**config.mk**
```make
export PLATFORM = sky130hd
export DESIGN_NAME = integer_to_radix_digits_top
export DESIGN_NICKNAME = d
export VERILOG_FILES = /design/src/hdl/itrd_pkg.sv /design/src/hdl/integer_to_radix_digits_top.sv
export SDC_FILE = /design/constraint.sdc
export NUM_CORES = 1
export LEC_CHECK = 0
export ABC_AREA = 1
export BUFFER_PORTS_ARGS = -buffer_cell sky130_fd_sc_hd__buf_2
export CORE_MARGIN = 2
export CORE_UTILIZATION = 40
export DETAILED_ROUTE_END_ITERATION = 6
export GPL_ROUTABILITY_DRIVEN = 0
export GPL_TIMING_DRIVEN = 0
export HOLD_SLACK_MARGIN = 0.05
export MAX_ROUTING_LAYER = met4
export PLACE_DENSITY = 0.58
export SETUP_SLACK_MARGIN = 0.4
export SLEW_MARGIN = 0
export SYNTH_ARGS = -nofsm -noshare
export SYNTH_HDL_FRONTEND = slang
export SYNTH_SLANG_ARGS = --single-unit
```
**constraint.sdc**
```tcl
create_clock -name clk -period 18.3 [get_ports clk]
set_input_delay 0.915 -clock clk [delete_from_list [all_inputs] [get_ports clk]]
set_output_delay 0.915 -clock clk [all_outputs]
set_load 0.02 [all_outputs]
```
**src/hdl/itrd_pkg.sv**
```systemverilog
// Shared types, constants and the digit character function for the radix digit converter.
package itrd_pkg;

  localparam int VALUE_PORT_W    = 64;
  localparam int VALUE_WIDTH_DEF = 64;
  localparam int RADIX_W         = 6;
  localparam int DIGIT_W         = 6;
  localparam int CHAR_W          = 7;
  localparam int STEP_BITS       = 8;

  localparam logic [RADIX_W-1:0] RADIX_MIN   = 6'd2;
  localparam logic [RADIX_W-1:0] RADIX_MAX   = 6'd36;
  localparam logic [RADIX_W-1:0] RADIX_RESET = 6'd10;

  localparam logic [CHAR_W-1:0] CHAR_ZERO   = 7'd48;
  localparam logic [CHAR_W-1:0] CHAR_A_BASE = 7'd87;
  localparam logic [DIGIT_W-1:0] DIGIT_TEN  = 6'd10;

  typedef enum logic [1:0] {
    ST_IDLE,
    ST_DIV,
    ST_READ,
    ST_SHOW
  } itrd_state_t;

  function automatic logic [CHAR_W-1:0] digit_to_char(input logic [DIGIT_W-1:0] d);
    logic [CHAR_W-1:0] c;
    if (d < DIGIT_TEN) begin
      c = CHAR_ZERO + CHAR_W'(d);
    end else begin
      c = CHAR_A_BASE + CHAR_W'(d);
    end
    return c;
  endfunction

endpackage

```
**src/hdl/integer_to_radix_digits_top.sv**
```systemverilog
// Top level of the converter from an unsigned integer to ASCII digits in a set radix.
//
// The input channel (in_valid, in_stall, in_value) takes one unsigned number per
// transaction; only the low VALUE_WIDTH bits are used. The output channel (out_valid,
// out_stall, out_digit_char, out_last_digit) returns its digits, most significant first,
// as ASCII '0'-'9' and 'a'-'z', one per transaction; out_last_digit marks the final one.
// The configuration channel (cfg_valid, cfg_ready, cfg_data) sets the radix; values
// below 2 act as 2 and values above 36 act as 36. Write it only while the block is idle.
// Each digit is found by a shared divider that handles STEP_BITS dividend bits a cycle.
// Digits go into a small memory and are read back in reverse order, each one passing
// through a read state and then a show state.
// The block takes no new item until the last digit of the current one is delivered.
// While out_stall is high the shown digit holds and the sequencer waits.
// Reset sets the radix to 10 and returns the sequencer to idle; nothing else is kept.
module integer_to_radix_digits_top #(
  parameter int VALUE_WIDTH = itrd_pkg::VALUE_WIDTH_DEF
) (
  input  logic                               clk,
  input  logic                               rst_n,
  input  logic                               in_valid,
  output logic                               in_stall,
  input  logic [itrd_pkg::VALUE_PORT_W-1:0]  in_value,
  output logic                               out_valid,
  input  logic                               out_stall,
  output logic [itrd_pkg::CHAR_W-1:0]        out_digit_char,
  output logic                               out_last_digit,
  input  logic                               cfg_valid,
  output logic                               cfg_ready,
  input  logic [itrd_pkg::RADIX_W-1:0]       cfg_data
);
  import itrd_pkg::*;

  localparam int ITER  = (VALUE_WIDTH + STEP_BITS - 1) / STEP_BITS;
  localparam int QW    = ITER * STEP_BITS;
  localparam int SW    = (ITER > 1) ? $clog2(ITER) : 1;
  localparam int AW    = $clog2(VALUE_WIDTH);
  localparam int DEPTH = VALUE_WIDTH;

  itrd_state_t state_r, state_nxt;

  logic [RADIX_W-1:0] radix_r;
  logic [RADIX_W-1:0] base_r, base_nxt;
  logic [QW-1:0]      q_r, q_nxt;
  logic [DIGIT_W-1:0] rem_r, rem_nxt;
  logic [SW-1:0]      step_r, step_nxt;
  logic [AW-1:0]      cnt_r, cnt_nxt;
  logic [AW-1:0]      ptr_r, ptr_nxt;
  logic [DIGIT_W-1:0] rd_data_r;
  logic [DIGIT_W-1:0] mem [DEPTH];

  logic [DIGIT_W-1:0] div_rem;
  logic [QW-1:0]      div_q;
  logic               last_step;
  logic               div_done;
  logic               wr_en;
  logic               rd_en;
  logic [RADIX_W-1:0] radix_eff;

  always_comb begin
    if (radix_r < RADIX_MIN) begin
      radix_eff = RADIX_MIN;
    end else if (radix_r > RADIX_MAX) begin
      radix_eff = RADIX_MAX;
    end else begin
      radix_eff = radix_r;
    end
  end

  always_comb begin
    logic [DIGIT_W-1:0]   r;
    logic [DIGIT_W:0]     t;
    logic [STEP_BITS-1:0] chunk;
    logic [STEP_BITS-1:0] qb;
    r     = rem_r;
    chunk = q_r[QW-1 -: STEP_BITS];
    qb    = '0;
    for (int i = STEP_BITS - 1; i >= 0; i--) begin
      t = {r, chunk[i]};
      if (t >= {1'b0, base_r}) begin
        t     = t - {1'b0, base_r};
        qb[i] = 1'b1;
      end
      r = t[DIGIT_W-1:0];
    end
    div_rem = r;
    div_q   = (q_r << STEP_BITS) | QW'(qb);
  end

  assign last_step = (step_r == SW'(ITER - 1));
  assign div_done  = (state_r == ST_DIV) && last_step && (div_q == '0);
  assign wr_en     = (state_r == ST_DIV) && last_step;
  assign rd_en     = (state_r == ST_READ);

  always_comb begin
    q_nxt    = q_r;
    rem_nxt  = rem_r;
    step_nxt = step_r;
    cnt_nxt  = cnt_r;
    ptr_nxt  = ptr_r;
    base_nxt = base_r;
    case (state_r)
      ST_IDLE: begin
        if (in_valid) begin
          q_nxt    = QW'(in_value[VALUE_WIDTH-1:0]);
          rem_nxt  = '0;
          step_nxt = '0;
          cnt_nxt  = '0;
          base_nxt = radix_eff;
        end
      end
      ST_DIV: begin
        q_nxt    = div_q;
        rem_nxt  = div_rem;
        step_nxt = step_r + 1'b1;
        if (last_step) begin
          rem_nxt  = '0;
          step_nxt = '0;
          if (div_q == '0) begin
            ptr_nxt = cnt_r;
          end else begin
            cnt_nxt = cnt_r + 1'b1;
          end
        end
      end
      ST_SHOW: begin
        if (!out_stall && (ptr_r != '0)) begin
          ptr_nxt = ptr_r - 1'b1;
        end
      end
      default: begin
      end
    endcase
  end

  always_comb begin
    state_nxt = state_r;
    case (state_r)
      ST_IDLE: begin
        if (in_valid) begin
          state_nxt = ST_DIV;
        end
      end
      ST_DIV: begin
        if (div_done) begin
          state_nxt = ST_READ;
        end
      end
      ST_READ: begin
        state_nxt = ST_SHOW;
      end
      ST_SHOW: begin
        if (!out_stall) begin
          state_nxt = (ptr_r == '0) ? ST_IDLE : ST_READ;
        end
      end
      default: begin
        state_nxt = ST_IDLE;
      end
    endcase
  end

  always_comb begin
    in_stall  = 1'b1;
    out_valid = 1'b0;
    case (state_r)
      ST_IDLE: begin
        in_stall = 1'b0;
      end
      ST_SHOW: begin
        out_valid = 1'b1;
      end
      default: begin
      end
    endcase
  end

  assign out_digit_char = digit_to_char(rd_data_r);
  assign out_last_digit = (ptr_r == '0);
  assign cfg_ready      = 1'b1;

  always_ff @(posedge clk) begin
    if (!rst_n) begin
      state_r <= ST_IDLE;
      radix_r <= RADIX_RESET;
    end else begin
      state_r <= state_nxt;
      if (cfg_valid && cfg_ready) begin
        radix_r <= cfg_data;
      end
    end
  end

  always_ff @(posedge clk) begin
    q_r    <= q_nxt;
    rem_r  <= rem_nxt;
    step_r <= step_nxt;
    cnt_r  <= cnt_nxt;
    ptr_r  <= ptr_nxt;
    base_r <= base_nxt;
  end

  always_ff @(posedge clk) begin
    if (wr_en) begin
      mem[cnt_r] <= div_rem;
    end
  end

  always_ff @(posedge clk) begin
    if (rd_en) begin
      rd_data_r <= mem[ptr_r];
    end
  end

  a_last_ends_item: assert property (@(posedge clk) disable iff (!rst_n)
    out_valid && out_last_digit && !out_stall |=> !out_valid && !in_stall)
    else $error("block did not return to idle after the last digit");

  a_base_in_range: assert property (@(posedge clk) disable iff (!rst_n)
    (state_r == ST_DIV) |-> (base_r >= RADIX_MIN) && (base_r <= RADIX_MAX))
    else $error("divisor outside the supported radix range");

  a_rem_below_base: assert property (@(posedge clk) disable iff (!rst_n)
    (state_r == ST_DIV) |-> (rem_r < base_r))
    else $error("partial remainder not below the divisor");

  a_no_overlap: assert property (@(posedge clk) disable iff (!rst_n)
    !in_stall |-> !out_valid)
    else $error("input accepted while a digit is still shown");

endmodule

```
# After elaboration in Yosys (flattened, before gate mapping)
# Memory sizes are Yosys's and may differ from the RTL's. A register that Yosys moved wholly into a read port is not among the register bits.
# Index checks and enable logic that the tools add are counted.
[word_totals] reg_bits=99 inputBits=75 wordCells=104 ramBits=384 memories=1
[mem_list] memory="mem" words=64 word_bits=6 read_ports=1 rd_ports_with_merged_regs=1 write_ports=1 line_no="integer_to_radix_digits_top.sv:49" text="logic [DIGIT_W-1:0] mem [DEPTH];"
[op_classes] order_cmp=11 mux=42 n_addsub=13 bitwise_logic=1 n_reduce_logical=16 n_eq_ne=11
[op_table] op="one-hot mux 64 bit (2 select lines)" n=1
[op_table] op="two-way mux 6 bit" n=16
[op_table] op="logical NOT 64 bit" n=1
[op_table] op="two-way mux 64 bit" n=1
[op_table] op="OR 64 x 8 -> 64 bit" n=1
[op_table] op=">= comparator 7 x 6 -> 1 bit" n=8
[op_table] op="subtractor 6 bit" n=8
[op_table] op="one-hot mux 6 bit (2 select lines)" n=3
[op_table] op="two-way mux 1 bit" n=12
[op_table] op="inequality test 2 bit, second input constant" n=6
[op_table] op="two-way mux 2 bit" n=4
[op_table] op="one-hot mux 2 bit (4 select lines)" n=1
[op_table] op="AND reduction 4 bit" n=2
[op_table] op="adder 6 x 6 -> 7 bit, first input constant" n=1
[op_table] op="adder 7 x 6 -> 7 bit, first input constant" n=1
[op_table] op="two-way mux 7 bit" n=1
[op_table] op="adder 6 x 1 -> 6 bit, second input constant" n=1
[op_table] op="> comparator 6 bit, second input constant" n=1
[op_table] op="logical NOT 6 bit" n=1
[op_table] op="less-than comparator 6 x 2 -> 1 bit, second input constant" n=1
[op_table] op="less-than comparator 6 x 4 -> 1 bit, second input constant" n=1
[op_table] op="two-way mux 3 bit" n=2
[op_table] op="one-hot mux 3 bit (2 select lines)" n=1
[op_table] op="nonzero test 6 bit" n=1
[op_table] op="other kinds (13)" n=18

# Logic depth before layout (Yosys ltp)
# Gate-level depths: netlist (run 1).
[logic_depth] word_depth=21 ltp_mapped=90 mapped_depth_nobuf=84

# Least setup slack after synthesis (run 1)
# Ideal clock, no wire load.
[synth_timing] path_type="reg2reg" start="register base_r[1]" end="memory mem[0][1] (data pin)" arrival_time_ns=12.860 path_slack_ns=5.097 setup_ns=0.343 path_buffers=6 stages_incl_launch_ff=85 period_less_slack_ns=13.203 required_time_ns=17.957 cell_sequence="edfxtp_1 > inv_1 > ha_1 > nand3_1 > nand2_2 > nand2_2 > nand3_2 > buf_6 > o21ai_0 > inv_1 > ha_1 > nand3b_1 > nand2_1 > nand3_1 > nand2_1 > a21oi_2 > nand2_1 > buf_6 > (+49 left out) > a21oi_1 > nand3_2 > inv_2 > buf_6 > nand2_1 > o21ai_2 > ha_1 > a21oi_1 > nand2_1 > a21oi_1 > o21bai_1 > a41o_1 > a21oi_1 > nand3_2 > buf_6 > nand2_1 > o21ai_1 > inv_1"
[synth_via] elab_chain_len=16 word_cells_on_any_way=24
[synth_rtl] element="start, declared" line_no="integer_to_radix_digits_top.sv:42" text="logic [RADIX_W-1:0] base_r, base_nxt;"
[synth_rtl] element="start signal, assigned" line_no="integer_to_radix_digits_top.sv:199" text="base_r <= base_nxt;"
[synth_rtl] element="subtractor 6 bit / >= comparator 7 x 6 -> 1 bit (equally long branches)" line_no="integer_to_radix_digits_top.sv:80, integer_to_radix_digits_top.sv:79"
[synth_rtl] element="two-way mux 6 bit" line_no="integer_to_radix_digits_top.sv:79" text="if (t >= {1'b0, base_r}) begin"
[synth_rtl] element="subtractor 6 bit / >= comparator 7 x 6 -> 1 bit (equally long branches)" line_no="integer_to_radix_digits_top.sv:80, integer_to_radix_digits_top.sv:79"
[synth_rtl] element="two-way mux 6 bit" line_no="integer_to_radix_digits_top.sv:79"
[synth_rtl] element="subtractor 6 bit / >= comparator 7 x 6 -> 1 bit (equally long branches)" line_no="integer_to_radix_digits_top.sv:80, integer_to_radix_digits_top.sv:79"
[synth_rtl] element="two-way mux 6 bit" line_no="integer_to_radix_digits_top.sv:79"
[synth_rtl] element="subtractor 6 bit / >= comparator 7 x 6 -> 1 bit (equally long branches)" line_no="integer_to_radix_digits_top.sv:80, integer_to_radix_digits_top.sv:79"
[synth_rtl] element="two-way mux 6 bit" line_no="integer_to_radix_digits_top.sv:79"
[synth_rtl] element="subtractor 6 bit / >= comparator 7 x 6 -> 1 bit (equally long branches)" line_no="integer_to_radix_digits_top.sv:80, integer_to_radix_digits_top.sv:79"
[synth_rtl] element="two-way mux 6 bit" line_no="integer_to_radix_digits_top.sv:79"
[synth_rtl] element=">= comparator 7 x 6 -> 1 bit / subtractor 6 bit (equally long branches)" line_no="integer_to_radix_digits_top.sv:79, integer_to_radix_digits_top.sv:80"
[synth_rtl] element="two-way mux 6 bit" line_no="integer_to_radix_digits_top.sv:79"
[synth_rtl] element=">= comparator 7 x 6 -> 1 bit / subtractor 6 bit (equally long branches)" line_no="integer_to_radix_digits_top.sv:79, integer_to_radix_digits_top.sv:80"
[synth_rtl] element="two-way mux 6 bit" line_no="integer_to_radix_digits_top.sv:79"
[synth_rtl] element="subtractor 6 bit / >= comparator 7 x 6 -> 1 bit (equally long branches)" line_no="integer_to_radix_digits_top.sv:80, integer_to_radix_digits_top.sv:79"
[synth_rtl] element="two-way mux 6 bit *" line_no="integer_to_radix_digits_top.sv:79"
[synth_rtl] element="net div_rem[1]" line_no="integer_to_radix_digits_top.sv:51" text="logic [DIGIT_W-1:0] div_rem;"
[synth_rtl] element="end, declared" line_no="integer_to_radix_digits_top.sv:49"
# Mark *: on every way through the listed nets, which the timed path passes. The rest lies on a longest branch.

# Worst setup path after layout (run 1)
[layout_timing] start="register base_r[1]" end="memory mem[24][4] (data pin)"
[layout_via] elab_chain_len=16 word_cells_on_any_way=24
[layout_rtl] element="subtractor 6 bit / >= comparator 7 x 6 -> 1 bit (equally long branches)" line_no="integer_to_radix_digits_top.sv:80, integer_to_radix_digits_top.sv:79"
[layout_rtl] element="two-way mux 6 bit" line_no="integer_to_radix_digits_top.sv:79"
[layout_rtl] element="subtractor 6 bit / >= comparator 7 x 6 -> 1 bit (equally long branches)" line_no="integer_to_radix_digits_top.sv:80, integer_to_radix_digits_top.sv:79"
[layout_rtl] element="two-way mux 6 bit" line_no="integer_to_radix_digits_top.sv:79"
[layout_rtl] element="subtractor 6 bit / >= comparator 7 x 6 -> 1 bit (equally long branches)" line_no="integer_to_radix_digits_top.sv:80, integer_to_radix_digits_top.sv:79"
[layout_rtl] element="two-way mux 6 bit" line_no="integer_to_radix_digits_top.sv:79"
[layout_rtl] element="subtractor 6 bit / >= comparator 7 x 6 -> 1 bit (equally long branches)" line_no="integer_to_radix_digits_top.sv:80, integer_to_radix_digits_top.sv:79"
[layout_rtl] element="two-way mux 6 bit" line_no="integer_to_radix_digits_top.sv:79"
[layout_rtl] element="subtractor 6 bit / >= comparator 7 x 6 -> 1 bit (equally long branches)" line_no="integer_to_radix_digits_top.sv:80, integer_to_radix_digits_top.sv:79"
[layout_rtl] element="two-way mux 6 bit" line_no="integer_to_radix_digits_top.sv:79"
[layout_rtl] element=">= comparator 7 x 6 -> 1 bit / subtractor 6 bit (equally long branches)" line_no="integer_to_radix_digits_top.sv:79, integer_to_radix_digits_top.sv:80"
[layout_rtl] element="two-way mux 6 bit" line_no="integer_to_radix_digits_top.sv:79"
[layout_rtl] element="subtractor 6 bit / >= comparator 7 x 6 -> 1 bit (equally long branches)" line_no="integer_to_radix_digits_top.sv:80, integer_to_radix_digits_top.sv:79"
[layout_rtl] element="two-way mux 6 bit" line_no="integer_to_radix_digits_top.sv:79"
[layout_rtl] element="subtractor 6 bit / >= comparator 7 x 6 -> 1 bit (equally long branches)" line_no="integer_to_radix_digits_top.sv:80, integer_to_radix_digits_top.sv:79"
[layout_rtl] element="two-way mux 6 bit *" line_no="integer_to_radix_digits_top.sv:79"
[layout_rtl] element="net div_rem[4]" line_no="integer_to_radix_digits_top.sv:51"
# Marks and branches as above.

==> results of run 1 <==
-- placed cells by master, fill, tap and decap left out, drive strengths merged, types with 4 or more instances in the layout --
cell      n
buf     102
o21a      5
edfxtp  481
clkinv   28
nand4    19
a31oi     4
nor2    307
xor2     22
xnor2    14
bufinv    7
nand3   118
nor3      7
fa        8
clkbuf  157
inv     139
ha       57
o221ai   96
a21oi    41
nand2   284
dfxtp     8
nor4     11
o21ai   277
-- worst min-delay path: stages (launching register included) --
cell	delay, ns
dfxtp_1	0.31
inv_1	0.06
a21oi_1	0.06
-- state kept, by name (all words and copies together), names as in the netlist --
name       count
step_r         3
q_r           64
mem          384
rd_data_r      6
radix_r        6
rem_r          6
base_r         6
ptr_r          6
state_r        2
cnt_r          6
-- synth_stat cells (all sizes together), types with 3 or more instances --
| master | number |
|---|---|
| nand4 | 19 |
| o21a | 5 |
| inv | 137 |
| nor2 | 307 |
| a31oi | 4 |
| clkinv | 3 |
| ha | 57 |
| clkbuf | 96 |
| xor2 | 22 |
| fa | 8 |
| nor4 | 11 |
| o21bai | 3 |
| buf | 9 |
| edfxtp | 481 |
| a21oi | 41 |
| nor3 | 7 |
| xnor2 | 14 |
| nand3 | 118 |
| o31ai | 3 |
| dfxtp | 8 |
| o21ai | 277 |
| nand2 | 284 |
| o221ai | 96 |
-- stage by stage --
step           setup slack (ns)  cell area, sq um  hold slack [ns]  utilization
2_1_floorplan              5.10             22600            0.445            -
3_3_place_gp               1.94             23900            0.470        0.427
3_5_place_dp               2.79             24200            0.474        0.431
4_1_cts                    2.73             25900            0.483        0.462
5_1_grt                    1.07             25900            0.505        0.462
6_report                   2.66             25900            0.478        0.462
-- layer usage --
layer  track usage  share of wire  wire, um
met1         0.310           0.41     28100
met2         0.372           0.46     31900
met3        0.0464          0.092      6340
met4        0.0954          0.038      2650
met5             -              0         0
-- cell type report --
class | instances | area [sq um]
Fill cell | 5091 | 30200
Sequential cell | 489 | 14600
Multi-Input combinational cell | 1290 | 7020
Clock buffer | 61 | 1350
Tap cell | 756 | 946
Timing Repair Buffer | 93 | 616
Inverter | 140 | 526
Buffer | 105 | 443
Clock inverter | 36 | 395
-- cell families after synthesis --
family / Yosys count / synth area share
AND/OR/NAND/NOR: 750 / 0.140
flip-flops: 489 / 0.647
AO/OA/AOI/OAI: 438 / 0.118
adder cells (fa/ha/maj): 65 / 0.0387
other: 1 / 0.000166
XOR/XNOR: 36 / 0.0140
buffers and inverters: 245 / 0.0429
-- worst min-delay path by stage --
stage / start / to / slack [ns] / cells past startpoint
2_1_floorplan: radix_r[0]$_SDFFE_PN0P_ / radix_r[0]$_SDFFE_PN0P_ / 0.44 / 2
3_3_place_gp: radix_r[0]$_SDFFE_PN0P_ / radix_r[0]$_SDFFE_PN0P_ / 0.47 / 2
3_5_place_dp: radix_r[0]$_SDFFE_PN0P_ / radix_r[0]$_SDFFE_PN0P_ / 0.47 / 2
4_1_cts: radix_r[0]$_SDFFE_PN0P_ / radix_r[0]$_SDFFE_PN0P_ / 0.48 / 2
5_1_grt: radix_r[0]$_SDFFE_PN0P_ / radix_r[0]$_SDFFE_PN0P_ / 0.51 / 2
6_report: radix_r[0]$_SDFFE_PN0P_ / radix_r[0]$_SDFFE_PN0P_ / 0.48 / 2
==> results.json, run 1 <==
{
  "drv_slew": 0,
  "grt_pass1_wl_um": 102000,
  "cts_hold_buf": 0,
  "period_needed_ns": 15.64,
  "cts_tree": "done",
  "htree_levels": 2,
  "rows": 87,
  "post-cts-setup-buffers": 0,
  "fin_crit_sh": 0.854,
  "avgSynthCellArea_sq_um": 11.2,
  "r2r-end": "mem[24][4]$_DFFE_PP_",
  "synth_top_area_frac": 0.640,
  "cpPeakStageDelay_ns": 0.70,
  "syn_inst": 2024,
  "syn_area_sq_mm": 0.0226,
  "antennaDiodeCount": 0,
  "drt_iter0_markers": 2106,
  "path_max_fanout": 33,
  "die_area_sq_mm": 0.0584,
  "cp-startpoint": "base_r[1]$_SDFFCE_PP1P_",
  "rr_startpoint": "base_r[1]$_SDFFCE_PP1P_",
  "die_w_um": 242,
  "first_global_vias": 16200,
  "cp.arrival_ns": 15.96,
  "core_area_sq_mm": 0.0561,
  "reg2reg_slack_ns": 2.66,
  "cp_common_cell": "nand2_1",
  "wl_per_cell_um": 23.2,
  "yosys_warnings": 0,
  "layout-drive-gt1-share": 0.102,
  "cpMaxStageDelayCell": "edfxtp_1",
  "crit_family": "compound AO/OA/AOI/OAI gates",
  "cts_resized": 0,
  "path_clk_slew_ns": 0.06,
  "crit_type": "flip-flop to flip-flop",
  "fin_worst_skew_ns": 0.0501,
  "dp_cells": 2873,
  "async_flop_share": 0,
  "drv_cap": 0,
  "area_growth_pct": 14.7,
  "clock.fmax_mhz": 64.0,
  "hold_viol": 0,
  "worstSetupEndpointType": "flip-flop",
  "worst_setup_path_start_kind": "flip-flop",
  "worstSetupPathDepth": 83,
  "grt_max_degree": 49,
  "worstPathRequired_ns": 18.62,
  "drt_drc_violations_left": 0,
  "via_count": 16700,
  "synth_fp_nets": 2164,
  "drtAntennaViolNets": 0,
  "routed_wl_um": 69000,
  "synth_ff_type": "edfxtp_1",
  "synth-seq-area-share": 0.647,
  "rsz0062_at_grt": "false",
  "ys_seq_elements": 489,
  "tns_ns": 0,
  "fin_cells": 2970,
  "cts.sinks": 489,
  "fp.dieH_um": 242,
  "nets": 2311,
  "cts-root-buf": "clkbuf_16",
  "grt-ovfl-total": 0,
  "dp.final_hpwl_um": 48100,
  "initial_core_util": 0.403,
  "dr.pass1.iters": 6,
  "endpoint": "mem[24][4]$_DFFE_PP_",
  "clock_latency_ns": 0.63,
  "cp_num_buf_inv": 16,
  "io_pins": 86,
  "setup_viol": 0,
  "cts_inserted_buffers": 52,
  "worst_slew_pin_slew_ns": 1.00,
  "status": "complete, no violations",
  "antenna_found_initial": 0,
  "drt-vias-per-instance": 5.63,
  "reg2reg_depth": 83,
  "io_buffers": 84,
  "cts_buffer_depth": 3,
  "synth_edf_count": 481,
  "ys_top_cells_by_area": "edfxtp_1 64%, o21ai_0 5.7%, nor2_1 5.1%, nand2_1 4.5%, o221ai_1 3.7%",
  "grt_usage": 0.240,
  "synth.distinct_cells": 45,
  "slew_headroom": 0.333,
  "yosysTopAreaCell": "edfxtp_1",
  "worstHoldPathType": "flip-flop to flip-flop"
}
Power of run 1 is left out: the tool's default activity adds up to more than one toggle a clock period on the data nets, which glitch-free logic cannot reach.
==> run 2, diff against run 1 <==
- ABC_AREA: 1 -> unset
==> run 2 against run 1 <==
Highest routed layer unchanged. Flip-flop and latch count unchanged. Cell area increased by 4.0%. Worst hold slack improved by 0.041 ns. Critical path depth decreased by 5. Maximum frequency decreased by 7.9%. Synthesized cell count decreased by 25%. Global-route usage decreased by 4.1 points.
==> results.json, run 2 <==
{
  "status": "complete, no violations",
  "slew_headroom": 0.242,
  "clock.fmax_mhz": 58.9,
  "drt_drc_violations_left": 0,
  "hp-start": "radix_r[1]$_SDFFE_PN1P_",
  "nFillCells": 4879,
  "grt_usage": 0.199,
  "worstPathRequired_ns": 18.65,
  "synth_most_common_cell": "edfxtp_1",
  "rows": 87,
  "worstHoldPathType": "flip-flop to flip-flop",
  "fin_crit_sh": 0.928,
  "ys_top_cells_by_area": "edfxtp_1 63%, mux4_2 12%, nand2_1 3.8%, ha_1 3.1%, nor2_1 1.9%",
  "rr_startpoint": "rem_r[3]$_SDFFCE_PN0P_",
  "largest_reg_flops": 384,
  "cts_inserted_buffers": 51,
  "grt-ovfl-total": 0,
  "clock_latency_ns": 0.63,
  "yosys_warnings": 0,
  "final_common_cell": "edfxtp_1",
  "synth-seq-area-share": 0.641,
  "drv_cap": 0,
  "first_global_vias": 13800,
  "ys_top_cells_by_count": "481 x edfxtp_1, 231 x nand2_1, 126 x mux4_2",
  "die_w_um": 243,
  "avgSynthCellArea_sq_um": 15.1,
  "layout-drive-gt1-share": 0.247,
  "area_growth_pct": 18.3,
  "path_clk_slew_ns": 0.06,
  "cp.arrival_ns": 17.33,
  "grt_max_degree": 65,
  "io_buffers": 83,
  "top_register": "mem",
  "ys_seq_elements": 489,
  "dp.final_hpwl_um": 37900,
  "setup_viol": 0,
  "tns_ns": 0,
  "syn_area_sq_mm": 0.0228,
  "antenna_found_initial": 0,
  "synth_fp_nets": 1648,
  "wl_per_cell_um": 23.3,
  "synth.distinct_cells": 87,
  "die_area_sq_mm": 0.0589,
  "syn_inst": 1508,
  "final_cell_mix": "481 x edfxtp_1, 229 x nand2_1, 126 x mux4_2",
  "dr.pass1.iters": 5,
  "synth_edf_count": 481,
  "drt_iter0_markers": 1320,
  "drv_slew": 0,
  "synth_ff_type": "edfxtp_1",
  "hold_viol": 0,
  "cts-root-buf": "clkbuf_16",
  "rsz0062_at_grt": "false",
  "async_flop_share": 0,
  "path_max_fanout": 10,
  "synth_top_area_frac": 0.634,
  "routed_wl_um": 58000,
  "cts_tree": "done",
  "cp_common_cell": "ha_1",
  "cts_buffer_depth": 3,
  "yosysTopAreaCell": "edfxtp_1",
  "cpMaxStageDelayCell": "edfxtp_1",
  "initial_core_util": 0.404,
  "fin_worst_skew_ns": 0.0428,
  "fp.dieH_um": 243,
  "via_count": 13700,
  "grt_pass1_wl_um": 85400,
  "drtAntennaViolNets": 0,
  "worst_slew_pin_slew_ns": 1.14,
  "core_area_sq_mm": 0.0564,
  "htree_levels": 2,
  "reg_top3": "mem: 384 flops, q_r: 64 flops",
  "antennaDiodeCount": 0,
  "cts.sinks": 489,
  "drt-vias-per-instance": 5.49,
  "period_needed_ns": 16.98,
  "nets": 1846,
  "worst_setup_path_start_kind": "flip-flop",
  "crit_type": "flip-flop to flip-flop",
  "io_pins": 86,
  "worstSetupEndpointType": "flip-flop",
  "cp-startpoint": "rem_r[3]$_SDFFCE_PN0P_",
  "cpPeakStageDelay_ns": 0.45
}
## run 2: final timing paths
| check | slack (ns) | cells past startpoint | to |
|---|---|---|---|
| worst max-delay path | 1.32 | 78 | mem[46][3]$_DFFE_PP_ |
| worst min-delay path | 0.52 | 2 | radix_r[1]$_SDFFE_PN1P_ |
| worst max register to register | 1.32 | 78 | mem[46][3]$_DFFE_PP_ |
| worst min register to register | 0.52 | 2 | radix_r[1]$_SDFFE_PN1P_ |
## run 2: cell families (layout without fill, tap and decap cells)
logic type / after synthesis / count (layout) / synth area share
AND/OR/NAND/NOR: 472 / 474 / 0.0921
flip-flops: 489 / 489 / 0.641
XOR/XNOR: 39 / 39 / 0.0150
other: 1 / 1 / 0.000165
adder cells (fa/ha/maj): 66 / 66 / 0.0388
multiplexers: 154 / 154 / 0.138
AO/OA/AOI/OAI: 166 / 170 / 0.0543
buffers and inverters: 121 / 346 / 0.0206
## run 2: critical path: cells and delay by family (launching register included)
kind            cells  cell delay (ns)
mux                 5             1.56
compound gates     36             7.56
buf+inv            10             1.57
simple gates       19             3.08
flops               1             0.45
fa+ha+maj           8             2.46
## run 2: metrics by stage
stage	cells	hold slack [ns]	worst slack (ns)	instance area, sq um	utilization
global placement	2347	0.496	-5.13	24100	0.428
floorplan	1508	0.466	0.452	22800	-
detailed placement	2354	0.495	-2.53	24400	0.432
finish	2495	0.519	1.32	26900	0.478
CTS	2461	0.500	0.404	26300	0.467
global route	2495	0.523	0.226	26900	0.478
## run 2: layer usage
| layer | global-route usage | part of all wire | up-vias |
|---|---|---|---|
| met3 | 0.0389 | 0.058 | 101 |
| li1 | - | - | 6213 |
| met4 | 0.0561 | 0.026 | 0 |
| met5 | - | 0 | - |
| met2 | 0.320 | 0.48 | 367 |
| met1 | 0.257 | 0.43 | 7018 |
## run 2: area by class of cell
class / count / area, sq um / area share
Inverter: 55 / 225 / 0.00836
Buffer: 66 / 272 / 0.0101
Timing Repair Buffer: 139 / 1170 / 0.0433
Sequential cell: 489 / 14600 / 0.542
Tap cell: 756 / 946 / 0.0351
Clock inverter: 21 / 248 / 0.00920
Multi-Input combinational cell: 904 / 8140 / 0.302
Clock buffer: 65 / 1330 / 0.0493
## run 2: what timing repair did
action	CTS	global route
gates resized for setup	33	35
setup endpoints to repair	405	405
gates cloned	5	9
buffers inserted	16	25
hold buffers	0	0
pin swaps	5	10
Power of run 2 is left out for the same reason.
==> run 3, diff against run 2 <==
- CTS_BUF_LIST: unset -> sky130_fd_sc_hd__clkbuf_16
- clock period: 18.3 -> 18.13 ns (I/O delays scaled with it)
==> run 3 against run 2 <==
Maximum frequency about the same. Global-route usage is 0.061 points lower. Critical path depth unchanged. Final cell count barely moved. Wire length fell by 0.63%. Flip-flop and latch count unchanged. Clock-buffer cell count shrank 15. Non-clock buffer count decreased by 3. Die area unchanged. Cell area fell by 0.75%. Core utilization down 0.36 points. Sequential share of layout area is 0.41 points higher. Highest routed layer unchanged.
==> results.json, run 3 (synthesis results as in run 2) <==
{
  "reg_top3": "mem: 384 flops, q_r: 64 flops",
  "pre_cts_ws_ns": -2.66,
  "worstSetupEndpointType": "flip-flop",
  "rr_startpoint": "base_r[2]$_SDFFCE_PP0P_",
  "drt_drc_violations_left": 0,
  "worstHoldPathType": "flip-flop to flip-flop",
  "grt_pass1_wl_um": 84600,
  "dp.final_hpwl_um": 37500,
  "slew_headroom": 0.238,
  "cts_buffer_depth": 3,
  "antennaDiodeCount": 0,
  "layout-drive-gt1-share": 0.249,
  "cp_num_buf_inv": 11,
  "via_count": 13700,
  "drv_cap": 0,
  "fp.dieH_um": 243,
  "first_global_vias": 13700,
  "nets": 1843,
  "nFillCells": 4915,
  "endpoint": "mem[12][1]$_DFFE_PP_",
  "dr.pass1.iters": 5,
  "largest_reg_flops": 384,
  "antenna_found_initial": 1,
  "final_cell_mix": "481 x edfxtp_1, 229 x nand2_1, 126 x mux4_2",
  "routed_wl_um": 57600,
  "reg2reg_slack_ns": 1.14,
  "drt_iter0_markers": 1133,
  "final_common_cell": "edfxtp_1",
  "hold_viol": 0,
  "clock.fmax_mhz": 58.9,
  "wl_per_cell_um": 23.1,
  "crit_family": "compound AO/OA/AOI/OAI gates",
  "initial_core_util": 0.404,
  "htree_levels": 2,
  "worst_slew_pin_slew_ns": 1.14,
  "drtAntennaViolNets": 0,
  "grt_usage": 0.198,
  "drt-vias-per-instance": 5.47,
  "cts_tree": "done",
  "die_w_um": 243,
  "grt_max_degree": 65,
  "fin_worst_skew_ns": 0.0524,
  "r2r-end": "mem[12][1]$_DFFE_PP_",
  "setup_viol": 0,
  "worstSetupPathDepth": 78,
  "cts_inserted_buffers": 50,
  "path_clk_slew_ns": 0.06,
  "crit_type": "flip-flop to flip-flop",
  "io_pins": 86,
  "grt-ovfl-total": 0,
  "drv_slew": 0,
  "fin_crit_sh": 0.937,
  "cpMaxStageDelayCell": "o22ai_4",
  "die_area_sq_mm": 0.0589,
  "clock_latency_ns": 0.63,
  "cts_hold_buf": 0,
  "core_area_sq_mm": 0.0564,
  "cts-root-buf": "clkbuf_16",
  "top_register": "mem",
  "cp_common_cell": "ha_1",
  "io_buffers": 83,
  "path_max_fanout": 10,
  "rsz0062_at_grt": "false",
  "worstPathRequired_ns": 18.59,
  "period_needed_ns": 16.99,
  "cts.sinks": 489,
  "cp-startpoint": "base_r[2]$_SDFFCE_PP0P_",
  "reg2reg_depth": 78,
  "status": "complete, no violations",
  "rows": 87,
  "cpPeakStageDelay_ns": 0.57,
  "cp.arrival_ns": 17.45,
  "worst_setup_path_start_kind": "flip-flop",
  "area_growth_pct": 17.4,
  "layout_setup_ws_ns": 1.14
}
==> run 3: cell types whose count changed in the layout (fill, tap and decap cells not counted), moves of 2 or more <==
cell        previous run  this run
clkbuf_16             56        51
inv_1                 50        56
buf_12                17         9
clkbuf_1              59        45
clkinv_1               8        15
clkinvlp_4             6         8
o22ai_2                0         2
a21oi_1               20        22
buf_4                 34        44
clkinv_2               6        10
a21oi_2                8         6
==> run 3: layer usage <==
layer  routed length, um  track usage  vias up  share of wire
met3                3670       0.0353       97          0.064
met1               24700        0.265     6988           0.43
met4                1500       0.0503        0          0.026
met2               27700        0.315      378           0.48
met5                   0            -        -              0
li1                    -            -     6204              -
==> run 3: stage by stage <==
step | setup TNS [ns] | util | instances | hold slack [ns] | instance area (sq um)
finish | 0 | 0.474 | 2497 | 0.510 | 26700
global route | 0 | 0.474 | 2497 | 0.542 | 26700
CTS | 0 | 0.467 | 2468 | 0.507 | 26400
detailed placement | -848.29 | 0.432 | 2354 | 0.493 | 24400
global placement | -1543.71 | 0.428 | 2347 | 0.487 | 24100
floorplan | 0 | - | 1508 | 0.466 | 22800
==> run 3: how the worst min path moves through the flow <==
stage / start / to / cells after the start
after floorplan: radix_r[1]$_SDFFE_PN1P_ / radix_r[1]$_SDFFE_PN1P_ / 2
after CTS: cfg_data[3] / radix_r[3]$_SDFFE_PN1P_ / 3
after global routing: cfg_data[3] / radix_r[3]$_SDFFE_PN1P_ / 3
after detailed placement: radix_r[1]$_SDFFE_PN1P_ / radix_r[1]$_SDFFE_PN1P_ / 2
after global placement: radix_r[1]$_SDFFE_PN1P_ / radix_r[1]$_SDFFE_PN1P_ / 2
final: radix_r[1]$_SDFFE_PN1P_ / radix_r[1]$_SDFFE_PN1P_ / 2
==> run 3: layout make-up <==
class	instances	area (sq um)	area share
sequential	489	14600	0.546
multi-input combinational	905	8120	0.304
clock buffer	50	1250	0.0468
timing repair buffer	136	987	0.0369
tap	756	946	0.0354
clock inverter	40	318	0.0119
buffer	66	275	0.0103
inverter	55	225	0.00843
==> run 3: repair_timing <==
item	CTS	global route
gates cloned	5	4
setup buffers	19	24
endpoints found under the setup margin	405	405
gates resized for setup	35	33
pin swaps	5	12
==> run 3: tightest hold or removal path, stage by stage (launching register included) <==
cell and delay, ns:
dfxtp_1 0.35, mux2i_1 0.08, nand2_1 0.06
Power of run 3 is left out for the same reason.
